$ cat src/design/rcps_pkg.sv
// ----------------------------------------------------------------------------
// rcps_pkg
// shared constants, operation codes and status types of the prime search
// ----------------------------------------------------------------------------
package rcps_pkg;

    localparam int VALUE_BITS_DEF = 20;
    localparam int FUNC_W         = 2;
    localparam int LIMIT_W        = 20;
    localparam int VAL_W          = 21;
    localparam int CNT_W          = 18;
    localparam int CLASS_W        = 2;
    localparam int CLASS_STRIDE   = 8;
    localparam int TWIN_GAP       = 2;

    localparam logic [FUNC_W-1:0] FUNC_NEXT_PRIME = 2'd0;
    localparam logic [FUNC_W-1:0] FUNC_NEXT_TWIN  = 2'd1;
    localparam logic [FUNC_W-1:0] FUNC_COUNT_TWIN = 2'd2;

    typedef struct packed {
        logic done;
        logic rem_zero;
    } t_div_sts;

    typedef struct packed {
        logic done;
        logic prime;
    } t_prime_sts;

endpackage

$ cat src/design/rcps_if.sv
// ----------------------------------------------------------------------------
// rcps_if
// request, result and configuration channels of the prime search
// ----------------------------------------------------------------------------
interface rcps_req_if
    import rcps_pkg::*;
();
    logic               valid;
    logic               ready;
    logic [FUNC_W-1:0]  func;
    logic [LIMIT_W-1:0] limit;

    modport source (output valid, output func, output limit, input ready);
    modport sink   (input valid, input func, input limit, output ready);
endinterface

interface rcps_rsp_if
    import rcps_pkg::*;
();
    logic             valid;
    logic             ready;
    logic [VAL_W-1:0] first_value;
    logic [VAL_W-1:0] second_value;
    logic [CNT_W-1:0] twin_count;
    logic             overflow;

    modport source (output valid, output first_value, output second_value,
                    output twin_count, output overflow, input ready);
    modport sink   (input valid, input first_value, input second_value,
                    input twin_count, input overflow, output ready);
endinterface

interface rcps_cfg_if
    import rcps_pkg::*;
();
    logic               valid;
    logic               ready;
    logic [CLASS_W-1:0] data;

    modport source (output valid, output data, input ready);
    modport sink   (input valid, input data, output ready);
endinterface

$ cat src/design/rcps_div.sv
// ----------------------------------------------------------------------------
// rcps_div
// bit-serial restoring remainder unit, one dividend bit per cycle
// ----------------------------------------------------------------------------
module rcps_div
    import rcps_pkg::*;
#(
    parameter int W = VALUE_BITS_DEF + 2
) (
    input  logic         i_clk,
    input  logic         i_rst_n,
    input  logic         i_start,
    input  logic [W-1:0] i_dividend,
    input  logic [W-1:0] i_divisor,
    output t_div_sts     o_sts
);

    localparam int CW = $clog2(W + 1);

    logic          r_busy, n_busy;
    logic [CW-1:0] r_cnt, n_cnt;
    logic [W-1:0]  r_shift, n_shift;
    logic [W-1:0]  r_rem, n_rem;
    logic [W-1:0]  r_dsr, n_dsr;
    t_div_sts      r_sts, n_sts;
    logic [W:0]    w_trial;

    assign w_trial = {r_rem, r_shift[W-1]};

    always_comb begin
        n_busy  = r_busy;
        n_cnt   = r_cnt;
        n_shift = r_shift;
        n_rem   = r_rem;
        n_dsr   = r_dsr;
        n_sts   = '0;
        if (r_busy) begin
            n_shift = {r_shift[W-2:0], 1'b0};
            if (w_trial >= {1'b0, r_dsr}) begin
                n_rem = W'(w_trial - {1'b0, r_dsr});
            end else begin
                n_rem = w_trial[W-1:0];
            end
            n_cnt = r_cnt - CW'(1);
            if (r_cnt == CW'(1)) begin
                n_busy         = 1'b0;
                n_sts.done     = 1'b1;
                n_sts.rem_zero = (n_rem == '0);
            end
        end else if (i_start) begin
            n_busy  = 1'b1;
            n_cnt   = CW'(W);
            n_shift = i_dividend;
            n_rem   = '0;
            n_dsr   = i_divisor;
        end
    end

    always_ff @(posedge i_clk) begin
        if (!i_rst_n) begin
            r_busy <= 1'b0;
            r_cnt  <= '0;
            r_sts  <= '0;
        end else begin
            r_busy <= n_busy;
            r_cnt  <= n_cnt;
            r_sts  <= n_sts;
        end
        r_shift <= n_shift;
        r_rem   <= n_rem;
        r_dsr   <= n_dsr;
    end

    assign o_sts = r_sts;

endmodule

$ cat src/design/rcps_prime.sv
// ----------------------------------------------------------------------------
// rcps_prime
// trial-division primality test over odd divisors up to the square root
// ----------------------------------------------------------------------------
module rcps_prime
    import rcps_pkg::*;
#(
    parameter int W = VALUE_BITS_DEF + 2
) (
    input  logic         i_clk,
    input  logic         i_rst_n,
    input  logic         i_start,
    input  logic [W-1:0] i_value,
    output t_prime_sts   o_sts
);

    typedef enum logic [3:0] {
        P_IDLE  = 4'b0001,
        P_FIRST = 4'b0010,
        P_CHECK = 4'b0100,
        P_DIV   = 4'b1000
    } t_pstate;

    t_pstate      r_state, n_state;
    logic [W-1:0] r_v, n_v;
    logic [W-1:0] r_d, n_d;
    logic [W:0]   r_sq, n_sq;
    t_prime_sts   r_sts, n_sts;
    logic         w_div_start;
    t_div_sts     w_div_sts;

    rcps_div #(.W(W)) u_div (
        .i_clk      (i_clk),
        .i_rst_n    (i_rst_n),
        .i_start    (w_div_start),
        .i_dividend (r_v),
        .i_divisor  (r_d),
        .o_sts      (w_div_sts)
    );

    always_comb begin
        n_state     = r_state;
        n_v         = r_v;
        n_d         = r_d;
        n_sq        = r_sq;
        n_sts       = '0;
        w_div_start = 1'b0;
        case (r_state)
            P_IDLE: begin
                if (i_start) begin
                    n_v     = i_value;
                    n_state = P_FIRST;
                end
            end
            P_FIRST: begin
                if (r_v < W'(2)) begin
                    n_sts.done = 1'b1;
                    n_state    = P_IDLE;
                end else if (r_v < W'(4)) begin
                    n_sts.done  = 1'b1;
                    n_sts.prime = 1'b1;
                    n_state     = P_IDLE;
                end else if (!r_v[0]) begin
                    n_sts.done = 1'b1;
                    n_state    = P_IDLE;
                end else begin
                    n_d     = W'(3);
                    n_sq    = (W+1)'(9);
                    n_state = P_CHECK;
                end
            end
            P_CHECK: begin
                if (r_sq > {1'b0, r_v}) begin
                    n_sts.done  = 1'b1;
                    n_sts.prime = 1'b1;
                    n_state     = P_IDLE;
                end else begin
                    w_div_start = 1'b1;
                    n_state     = P_DIV;
                end
            end
            P_DIV: begin
                if (w_div_sts.done) begin
                    if (w_div_sts.rem_zero) begin
                        n_sts.done = 1'b1;
                        n_state    = P_IDLE;
                    end else begin
                        // (d+2)^2 = d^2 + 4d + 4
                        n_d     = r_d + W'(2);
                        n_sq    = r_sq + {r_d[W-2:0], 2'b00} + (W+1)'(4);
                        n_state = P_CHECK;
                    end
                end
            end
            default: begin
                n_state = P_IDLE;
            end
        endcase
    end

    always_ff @(posedge i_clk) begin
        if (!i_rst_n) begin
            r_state <= P_IDLE;
            r_sts   <= '0;
        end else begin
            r_state <= n_state;
            r_sts   <= n_sts;
        end
        r_v  <= n_v;
        r_d  <= n_d;
        r_sq <= n_sq;
    end

    assign o_sts = r_sts;

endmodule

$ cat src/design/residue_class_prime_search.sv
// ----------------------------------------------------------------------------
// residue_class_prime_search
// searches candidates q = 8m + 2c + 1 for the next prime, the next twin pair,
// or counts twin pairs below a limit, testing each candidate by trial division
//
//   port    dir  word                                             handshake
//   i_req   in   func, limit                                      valid/ready
//   o_rsp   out  first_value, second_value, twin_count, overflow  valid/ready
//   i_cfg   in   odd_class                                        valid/ready
//
// one request at a time; a request takes as long as its search runs
// each divisor is tried in the bit-serial remainder unit (W = VALUE_BITS + 2),
// and skipped candidates are stepped over without a test
// a finished word waits in the output register while the next request is taken
// reset clears control state and the residue class; i_cfg is always ready
// ----------------------------------------------------------------------------
module residue_class_prime_search
    import rcps_pkg::*;
#(
    parameter int VALUE_BITS = VALUE_BITS_DEF
) (
    input  logic    i_clk,
    input  logic    i_rst_n,
    rcps_req_if.sink   i_req,
    rcps_rsp_if.source o_rsp,
    rcps_cfg_if.sink   i_cfg
);

    localparam int W  = VALUE_BITS + 2;
    localparam int LW = (VALUE_BITS < LIMIT_W) ? VALUE_BITS : LIMIT_W;

    typedef enum logic [4:0] {
        S_IDLE  = 5'b00001,
        S_EVAL  = 5'b00010,
        S_WAIT1 = 5'b00100,
        S_WAIT2 = 5'b01000,
        S_DONE  = 5'b10000
    } t_state;

    t_state             r_state, n_state;
    logic [CLASS_W-1:0] r_class;
    logic [FUNC_W-1:0]  r_func, n_func;
    logic [W-1:0]       r_limit, n_limit;
    logic [W-1:0]       r_q, n_q;
    logic [W-1:0]       r_first, n_first;
    logic [W-1:0]       r_second, n_second;
    logic [CNT_W-1:0]   r_cnt, n_cnt;
    logic               r_ovf, n_ovf;
    logic               r_pstart, n_pstart;
    logic [W-1:0]       r_pval, n_pval;
    logic               r_o_valid, n_o_valid;
    logic [W-1:0]       r_o_first, n_o_first;
    logic [W-1:0]       r_o_second, n_o_second;
    logic [CNT_W-1:0]   r_o_cnt, n_o_cnt;
    logic               r_o_ovf, n_o_ovf;
    logic [W-1:0]       w_q2, w_qn, w_limit;
    t_prime_sts         w_psts;

    rcps_prime #(.W(W)) u_prime (
        .i_clk   (i_clk),
        .i_rst_n (i_rst_n),
        .i_start (r_pstart),
        .i_value (r_pval),
        .o_sts   (w_psts)
    );

    assign w_q2    = r_q + W'(TWIN_GAP);
    assign w_qn    = r_q + W'(CLASS_STRIDE);
    assign w_limit = W'(i_req.limit[LW-1:0]);

    assign i_req.ready = (r_state == S_IDLE);
    assign i_cfg.ready = 1'b1;

    always_comb begin
        n_state    = r_state;
        n_func     = r_func;
        n_limit    = r_limit;
        n_q        = r_q;
        n_first    = r_first;
        n_second   = r_second;
        n_cnt      = r_cnt;
        n_ovf      = r_ovf;
        n_pstart   = 1'b0;
        n_pval     = r_pval;
        n_o_valid  = r_o_valid;
        n_o_first  = r_o_first;
        n_o_second = r_o_second;
        n_o_cnt    = r_o_cnt;
        n_o_ovf    = r_o_ovf;
        if (r_o_valid && o_rsp.ready) begin
            n_o_valid = 1'b0;
        end
        case (r_state)
            S_IDLE: begin
                if (i_req.valid) begin
                    n_func   = i_req.func;
                    n_limit  = w_limit;
                    n_q      = W'({r_class, 1'b1});
                    n_first  = '0;
                    n_second = '0;
                    n_cnt    = '0;
                    n_ovf    = 1'b0;
                    n_state  = S_EVAL;
                end
            end
            S_EVAL: begin
                case (r_func)
                    FUNC_NEXT_PRIME: begin
                        if (r_q[W-1]) begin
                            n_ovf   = 1'b1;
                            n_state = S_DONE;
                        end else if (r_q > r_limit) begin
                            n_pstart = 1'b1;
                            n_pval   = r_q;
                            n_state  = S_WAIT1;
                        end else begin
                            n_q = w_qn;
                        end
                    end
                    FUNC_NEXT_TWIN: begin
                        if (w_q2[W-1]) begin
                            n_ovf   = 1'b1;
                            n_state = S_DONE;
                        end else if (r_q > r_limit) begin
                            n_pstart = 1'b1;
                            n_pval   = r_q;
                            n_state  = S_WAIT1;
                        end else begin
                            n_q = w_qn;
                        end
                    end
                    FUNC_COUNT_TWIN: begin
                        if (r_q < r_limit) begin
                            n_pstart = 1'b1;
                            n_pval   = r_q;
                            n_state  = S_WAIT1;
                        end else begin
                            n_state = S_DONE;
                        end
                    end
                    default: begin
                        n_state = S_DONE;
                    end
                endcase
            end
            S_WAIT1: begin
                if (w_psts.done) begin
                    if (!w_psts.prime) begin
                        n_q     = w_qn;
                        n_state = S_EVAL;
                    end else if (r_func == FUNC_NEXT_PRIME) begin
                        n_first = r_q;
                        n_state = S_DONE;
                    end else begin
                        n_pstart = 1'b1;
                        n_pval   = w_q2;
                        n_state  = S_WAIT2;
                    end
                end
            end
            S_WAIT2: begin
                if (w_psts.done) begin
                    if (w_psts.prime && r_func == FUNC_NEXT_TWIN) begin
                        n_first  = r_q;
                        n_second = w_q2;
                        n_state  = S_DONE;
                    end else begin
                        if (w_psts.prime && r_cnt != '1) begin
                            n_cnt = r_cnt + CNT_W'(1);
                        end
                        n_q     = w_qn;
                        n_state = S_EVAL;
                    end
                end
            end
            S_DONE: begin
                if (!r_o_valid || o_rsp.ready) begin
                    n_o_valid  = 1'b1;
                    n_o_first  = r_first;
                    n_o_second = r_second;
                    n_o_cnt    = r_cnt;
                    n_o_ovf    = r_ovf;
                    n_state    = S_IDLE;
                end
            end
            default: begin
                n_state = S_IDLE;
            end
        endcase
    end

    always_ff @(posedge i_clk) begin
        if (!i_rst_n) begin
            r_state   <= S_IDLE;
            r_class   <= '0;
            r_pstart  <= 1'b0;
            r_o_valid <= 1'b0;
        end else begin
            r_state   <= n_state;
            r_pstart  <= n_pstart;
            r_o_valid <= n_o_valid;
            if (i_cfg.valid) begin
                r_class <= i_cfg.data;
            end
        end
        r_func     <= n_func;
        r_limit    <= n_limit;
        r_q        <= n_q;
        r_first    <= n_first;
        r_second   <= n_second;
        r_cnt      <= n_cnt;
        r_ovf      <= n_ovf;
        r_pval     <= n_pval;
        r_o_first  <= n_o_first;
        r_o_second <= n_o_second;
        r_o_cnt    <= n_o_cnt;
        r_o_ovf    <= n_o_ovf;
    end

    generate
        if (W >= VAL_W) begin : g_out_trunc
            assign o_rsp.first_value  = r_o_first[VAL_W-1:0];
            assign o_rsp.second_value = r_o_second[VAL_W-1:0];
        end else begin : g_out_ext
            assign o_rsp.first_value  = {{(VAL_W-W){1'b0}}, r_o_first};
            assign o_rsp.second_value = {{(VAL_W-W){1'b0}}, r_o_second};
        end
    endgenerate

    assign o_rsp.valid      = r_o_valid;
    assign o_rsp.twin_count = r_o_cnt;
    assign o_rsp.overflow   = r_o_ovf;

endmodule
$ cat src/flat_wrapper.sv
// flat-port wrapper written by rule: the top's interface ports become plain ports
module residue_class_prime_search_flat import rcps_pkg::*;
#(
    parameter int VALUE_BITS = VALUE_BITS_DEF
)
  (i_clk, i_rst_n, i_req_valid, i_req_func, i_req_limit, i_req_ready, o_rsp_valid, o_rsp_first_value, o_rsp_second_value, o_rsp_twin_count, o_rsp_overflow, o_rsp_ready, i_cfg_valid, i_cfg_data, i_cfg_ready);
  rcps_req_if i_req_i ();
  rcps_rsp_if o_rsp_i ();
  rcps_cfg_if i_cfg_i ();
  input  logic i_clk;
  input  logic i_rst_n;
  input wire logic [$bits(i_req_i.valid)-1:0] i_req_valid;
  input wire logic [$bits(i_req_i.func)-1:0] i_req_func;
  input wire logic [$bits(i_req_i.limit)-1:0] i_req_limit;
  output wire logic [$bits(i_req_i.ready)-1:0] i_req_ready;
  output wire logic [$bits(o_rsp_i.valid)-1:0] o_rsp_valid;
  output wire logic [$bits(o_rsp_i.first_value)-1:0] o_rsp_first_value;
  output wire logic [$bits(o_rsp_i.second_value)-1:0] o_rsp_second_value;
  output wire logic [$bits(o_rsp_i.twin_count)-1:0] o_rsp_twin_count;
  output wire logic [$bits(o_rsp_i.overflow)-1:0] o_rsp_overflow;
  input wire logic [$bits(o_rsp_i.ready)-1:0] o_rsp_ready;
  input wire logic [$bits(i_cfg_i.valid)-1:0] i_cfg_valid;
  input wire logic [$bits(i_cfg_i.data)-1:0] i_cfg_data;
  output wire logic [$bits(i_cfg_i.ready)-1:0] i_cfg_ready;
  assign i_req_i.valid = i_req_valid;
  assign i_req_i.func = i_req_func;
  assign i_req_i.limit = i_req_limit;
  assign i_req_ready = i_req_i.ready;
  assign o_rsp_valid = o_rsp_i.valid;
  assign o_rsp_first_value = o_rsp_i.first_value;
  assign o_rsp_second_value = o_rsp_i.second_value;
  assign o_rsp_twin_count = o_rsp_i.twin_count;
  assign o_rsp_overflow = o_rsp_i.overflow;
  assign o_rsp_i.ready = o_rsp_ready;
  assign i_cfg_i.valid = i_cfg_valid;
  assign i_cfg_i.data = i_cfg_data;
  assign i_cfg_ready = i_cfg_i.ready;
  residue_class_prime_search #(.VALUE_BITS(VALUE_BITS)) u_core (.i_clk(i_clk), .i_rst_n(i_rst_n), .i_req(i_req_i), .o_rsp(o_rsp_i), .i_cfg(i_cfg_i));
endmodule
$ cat config.mk
export PLATFORM = sky130hd
export DESIGN_NAME = residue_class_prime_search_flat
export DESIGN_NICKNAME = d
export VERILOG_FILES = /design/src/design/rcps_pkg.sv /design/src/design/rcps_if.sv /design/src/design/rcps_div.sv /design/src/design/rcps_prime.sv /design/src/design/residue_class_prime_search.sv /design/src/flat_wrapper.sv
export SDC_FILE = /design/constraint.sdc
export NUM_CORES = 1
export LEC_CHECK = 0
export ABC_CLOCK_PERIOD_IN_PS = 10300
export BUFFER_PORTS_ARGS = -buffer_cell sky130_fd_sc_hd__buf_4
export CAP_MARGIN = 20
export CORE_ASPECT_RATIO = 1.75
export CORE_MARGIN = 8
export CORE_UTILIZATION = 25
export CTS_CLUSTER_DIAMETER = 40
export CTS_CLUSTER_SIZE = 12
export DETAILED_ROUTE_END_ITERATION = 10
export HOLD_SLACK_MARGIN = 0.06
export PLACE_DENSITY = 0.48
export SLEW_MARGIN = 20
export SYNTH_ARGS = -nofsm -noshare
export SYNTH_HDL_FRONTEND = slang
export SYNTH_HIERARCHICAL = 1
export SYNTH_SLANG_ARGS = --single-unit
$ cat constraint.sdc
create_clock -name i_clk -period 10.3 [get_ports i_clk]
set_clock_uncertainty 0.05 [all_clocks]
set_input_delay 2.06 -clock i_clk [delete_from_list [all_inputs] [get_ports i_clk]]
set_output_delay 2.06 -clock i_clk [all_outputs]
set_load 0.05 [all_outputs]
After elaboration in Yosys (flattened, before gate mapping)
Index checks and enable logic that the tools add are counted.

cells by class
  multiplexer cells = 110
  $add $sub $neg = 8
  equality and inequality tests = 41
  reduce and logical (&&, ||, !) cells = 30
  order comparisons = 6
  bitwise logic cells = 1

operator list
  kind                   number
  $mux 22                28
  $mux 21                8
  $pmux 22 s2            3
  $mux 23                5
  $pmux 22 s4            1
  $mux 18                4
  $pmux 22 s3            1
  $mux 5                 13
  $pmux 21 s3            1
  $pmux 23 s2            1
  $add 22x2->22 const B  2
  $pmux 21 s2            1
  $pmux 18 s2            1
  $mux 1                 25
  $pmux 5 s5             1
  $add 23x23->23         1
  $add 23x3->23 const B  1
  $ge 23x22->1           1
  $gt 23x22->1           1
  $add 22x4->22 const B  1
  $gt 22x20->1           1
  $logic_not 22->1       1
  $lt 22x2->1 const B    1
  $lt 22x20->1           1
  other kinds (46)       92

word-level totals
  bits in registers = 344
  logic and storage cells = 227
  output and inout bits = 64
  input bits = 29

Depth between registers and ports, before layout
  word-level depth = 6
  depth in mapped cells = 12
  gate-level depth less buffers = 11

By module
Netlist, hierarchy kept.

by module, submodules not included
  module                      area an instance (sq um)  cells each  sequential area each (sq um)  times used
  residue_class_prime_search  8981.1                    685         5825.6                        1
  rcps_prime                  4516.8                    429         2011.9                        1
  rcps_div                    4429.2                    429         2132.0                        1

Worst setup path before layout
Ideal clock, no wire load.

  kind = input port to flip-flop
  start point = in o_rsp_ready
  end point = reg u_core.r_o_ovf (netlist: u_core/o_rsp.overflow), enable pin
  stages on the path = 2
  path buffers = 0
  data arrival time = 4.912 ns
  required time = 9.763 ns
  setup time = 0.487 ns
  slack = 4.852 ns
  path through = nand2b_1 -> nor2b_1

between the ends
  cells in the longest elaborated chain, start to end = 2

ends and longest elaborated chain
  item                        line                               text
  from (decl)                 flat_wrapper.sv:21                 input wire logic [$bits(o_rsp_i.ready)-1:0] o_rsp_ready;
  $logic_or 1x1->1            residue_class_prime_search.sv:177  if (!r_o_valid || o_rsp.ready) begin
  $reduce_and 2->1 (no line)  n/a
  to (signal assigned)        residue_class_prime_search.sv:217  r_o_ovf <= n_o_ovf;
  to (decl)                   residue_class_prime_search.sv:55   logic r_o_ovf, n_o_ovf;

Every way passes these cells.
A chain may end at the register's enable or synchronous reset.

Worst setup path in the final report
  start point = in i_req_valid
  end point = reg u_core.r_q[13], enable pin

between the ends
  cells in the longest elaborated chain, start to end = 2

ends and longest elaborated chain
  item                         line                               text
  from (decl)                  flat_wrapper.sv:12                 input wire logic [$bits(i_req_i.valid)-1:0] i_req_valid;
  $ne 2x2->1 (no line)         n/a
  $reduce_and 11->1 (no line)  n/a
  to (signal assigned)         residue_class_prime_search.sv:208  r_q <= n_q;
  to (decl)                    residue_class_prime_search.sv:44   logic [W-1:0] r_q, n_q;

Every way passes these cells.

==> reports/results.tsv <==
stage	metric	value	unit
run_status	outcome	complete, no violations	
final_layout	Diodes inserted	0	
detailed_routing	drt first pass iters	5	
flow_run	max-cap violations	0	
detailed_routing	drt initial violations	553	
final_layout	final cell count without fillers	2575	
clocking	total CTS buffers	39	
worst_setup_path	crit path capture type	flip-flop	
final_layout	Final nets	1768	
clocking	CTS tree	yes	
final_layout	P&R area growth vs syn	15.9	%
floorplan	Starting Density	25.1	%
pwr	VDD IR max	0.155	mV
timing	Peak Freq	227	MHz
grt	largest net degree at the start of global routing	62	
grt	vias in the first global route	12791	
synthesis	Synth Area per Inst	11.6	um^2
synthesis	Syn Nets	1682	
synthesis	number of synthesized flops with an enable pin	316	
grt	antenna violations before repair	0	
synthesis	Most used DFF post-synth	edfxtp_1	
timing	final setup margin	5.90	ns
detailed_routing	number of remaining DRC errors	0	
grt	first-pass GRT wire length	73.1	mm
clocking	Clock transition at path regs	0.06	ns
timing	Slew HR	33.4	%
floorplan	Chip Height	370	um
floorplan	die width	218	um
clocking	buffer type at the clock tree root	clkbuf_16	
placed_design	Post-Place Setup Slack	5.30	ns
detailed_routing	routed via count	11991	
placed_design	Placed Cells	2512	
detailed_routing	WL/cell	18.2	um
clocking	htree depth	2	
worst_setup_path	crit-path max FO	23	
floorplan	IO Pins	93	
synthesis	Seq cells post-synth	340	
grt	Total GRT Usage	11.5	%
timing	max-slew violations	0	
pwr	Pwr Density	184	nW/um^2
pwr	P_leak	0.00747	uW
synthesis	Synth Instances	1543	
timing	Final Cycle Share	42.7	%
worst_setup_path	WP data arrival	4.52	ns
synthesis	Post-Syn Area	17900	um^2
final_layout	layout cell share with drive strength beyond 1	13.1	%
timing	setup TNS after final layout	0	ns
grt	grt ovf	0	
floorplan	Row Count	130	
clocking	Setup Buffers After CTS	0	
hold_path	worst hold path depth	0	
clocking	clock buffer depth	3	
detailed_routing	antenna viol nets, final	0	
synthesis	Yosys Warn Count	6	
placed_design	HPWL after detailed placement	35.3	mm
worst_setup_path	CP Class	in2reg	
floorplan	Core ar.	71400	um^2
floorplan	Die ar.	80900	um^2
timing	actual slew at the worst max-slew pin	1.00	ns
timing	RSZ-0062 raised after global routing	false	
placed_design	IO buf count	91	
clocking	clk sink count	340	
clocking	Hold-fix buffers, CTS	0	
detailed_routing	final WL	46.9	mm
synthesis	library cells used by synthesis	97	
timing	Finish-stage setup viols	0	
clocking	quantity of gates resized following cts	0	
pwr	Final Total Pwr	3820	uW
detailed_routing	via-per-instance ratio	4.66	
worst_setup_path	WP data required	10.43	ns
synthesis	Seq/Total Area, Yosys	55.6	%
worst_setup_path	FF-to-FF path depth	12	
clocking	Worst-Skew Late Latency	0.55	ns
placed_design	routability cong.	0.877	
worst_setup_path	startpoint types	input port	
synthesis	asr flop ratio synth	0	%
timing	Final min period	4.40	ns
timing	Final Hold Fails	0	
hold_path	Hold WC Path Type	reg2reg	
## kinds of logic after synthesis
kind of cell               synth area share (%)
AOI/OAI and AO/OA                          10.8
xor gates and xnor gates                   5.18
adders and majority gates                  7.76
buffers and inverters                      3.71
DFF                                        55.6
muxes                                     0.963
other                                    0.0419
and+or+nand+nor                            15.9
## cells in the final DEF, fill, tap and decap left out, types with 5 or more instances in the layout
cell type,instances
o31a_1,5
buf_4,102
a21boi_0,5
clkbuf_16,39
xor2_1,48
nor3_1,35
inv_1,95
ha_1,108
and3_1,17
nor2b_1,13
or2_2,5
and2_1,37
nand2_1,109
inv_6,6
a21oi_1,67
nor4_1,16
and4_1,9
nand4_1,27
o211ai_1,6
edfxtp_1,316
o21ai_1,8
o21a_1,18
clkbuf_1,8
nand3_1,42
nor2_1,154
a21o_1,16
xnor2_1,58
dfxtp_1,24
or3_1,13
o21ai_0,40
mux2i_1,15
a211oi_1,12
nand2b_1,12
nand3b_1,6
o211a_1,5
nor2_4,8
a31oi_1,6
a22o_1,23
## layer usage
metal,global-route usage [%],share of wire (%),vias up
li1,-,-,5832
met1,10.8,36,5815
met2,23.3,57,234
met3,1.39,2.5,110
met4,6.15,5.3,0
met5,0,0,-
## final cells by class
class,count,area [um^2]
fillers,7295,50600
flip-flops and latches,340,9970
multi-input cells,1049,7350
well taps,924,1160
clock buffers,47,1010
repair buffers,103,777
inverters,96,360
clock inverters,16,165
## sequential cells by signal (all words and copies together) (netlist names), 2 cells and up
| name | flops |
|---|---|
| u_core/r_pval | 22 |
| u_core/r_q | 22 |
| u_core/u_prime/r_v | 22 |
| u_core/u_prime/u_div/r_dsr | 22 |
| u_core/u_prime/u_div/r_rem | 22 |
| u_core/u_prime/u_div/r_shift | 22 |
| u_core/r_first | 21 |
| u_core/r_o_first | 21 |
| u_core/r_o_second | 21 |
| u_core/r_second | 21 |
| u_core/u_prime/r_d | 21 |
| u_core/r_limit | 20 |
| u_core/u_prime/r_sq | 20 |
| u_core/o_rsp.twin_count | 18 |
| u_core/r_cnt | 18 |
| u_core/r_state | 5 |
| u_core/u_prime/u_div/r_cnt | 5 |
| u_core/u_prime/r_state | 4 |
| u_core/r_class | 2 |
| u_core/r_func | 2 |
| u_core/u_prime/o_sts | 2 |
| u_core/u_prime/u_div/o_sts | 2 |
## cell usage after synthesis, types with 11 or more instances
cell type  count  share of area, %
a211oi_1      12              0.50
a21o_1        16              0.67
a21oi_1       68               1.9
a22o_1        23               1.1
and2_1        37               1.3
and3_1        18              0.63
buf_2         12              0.34
buf_4         11              0.46
clkbuf_1      29              0.61
dfxtp_1       24               2.7
edfxtp_1     316                53
ha_1         108               7.5
inv_1         95               2.0
mux2i_1       15              0.84
nand2_1      109               2.3
nand2b_1      12              0.42
nand3_1       42               1.2
nand4_1       27              0.94
nor2_1       155               3.2
nor2b_1       15              0.52
nor3_1        35              0.98
nor4_1        16              0.56
o21a_1        18              0.75
o21ai_0       41               1.1
or3_1         13              0.45
xnor2_1       58               2.8
xor2_1        48               2.3
## power breakdown
part | internal [uW] | total [uW] | switching (uW)
registers | 1740 | 1930 | 191
logic | 204 | 577 | 373
clock network | 751 | 1320 | 565
## path summary, 6_finish.rpt
check,startpoint,end,slack (ns)
max,i_req_valid,u_core/r_q[13]$_SDFFCE_PP0P_,5.90
min,u_core/r_pval[16]$_DFFE_PP_,u_core/u_prime/r_v[16]$_DFFE_PP_,0.37
max reg2reg,u_core/u_prime/r_v[16]$_DFFE_PP_,u_core/u_prime/u_div/r_cnt[2]$_SDFFE_PN0P_,6.17
min reg2reg,u_core/r_pval[16]$_DFFE_PP_,u_core/u_prime/r_v[16]$_DFFE_PP_,0.37
## per-stage QoR
step           util [%]  cell area [um^2]  hold slack (ns)
6_report           29.1             20800            0.366
5_1_grt            29.1             20800            0.373
4_1_cts            29.1             20800            0.368
3_5_place_dp       27.5             19600            0.355
3_3_place_gp       27.4             19600            0.352
2_1_floorplan         -             17900            0.350
## worst max-delay path, stage by stage
cell      delay [ns]
buf_4           0.09
nand2_1         0.22
inv_1           0.73
o22ai_1         0.22
a311oi_1        0.40
o31a_1          0.79
Note: power is estimated with default switching activity, not from simulation.
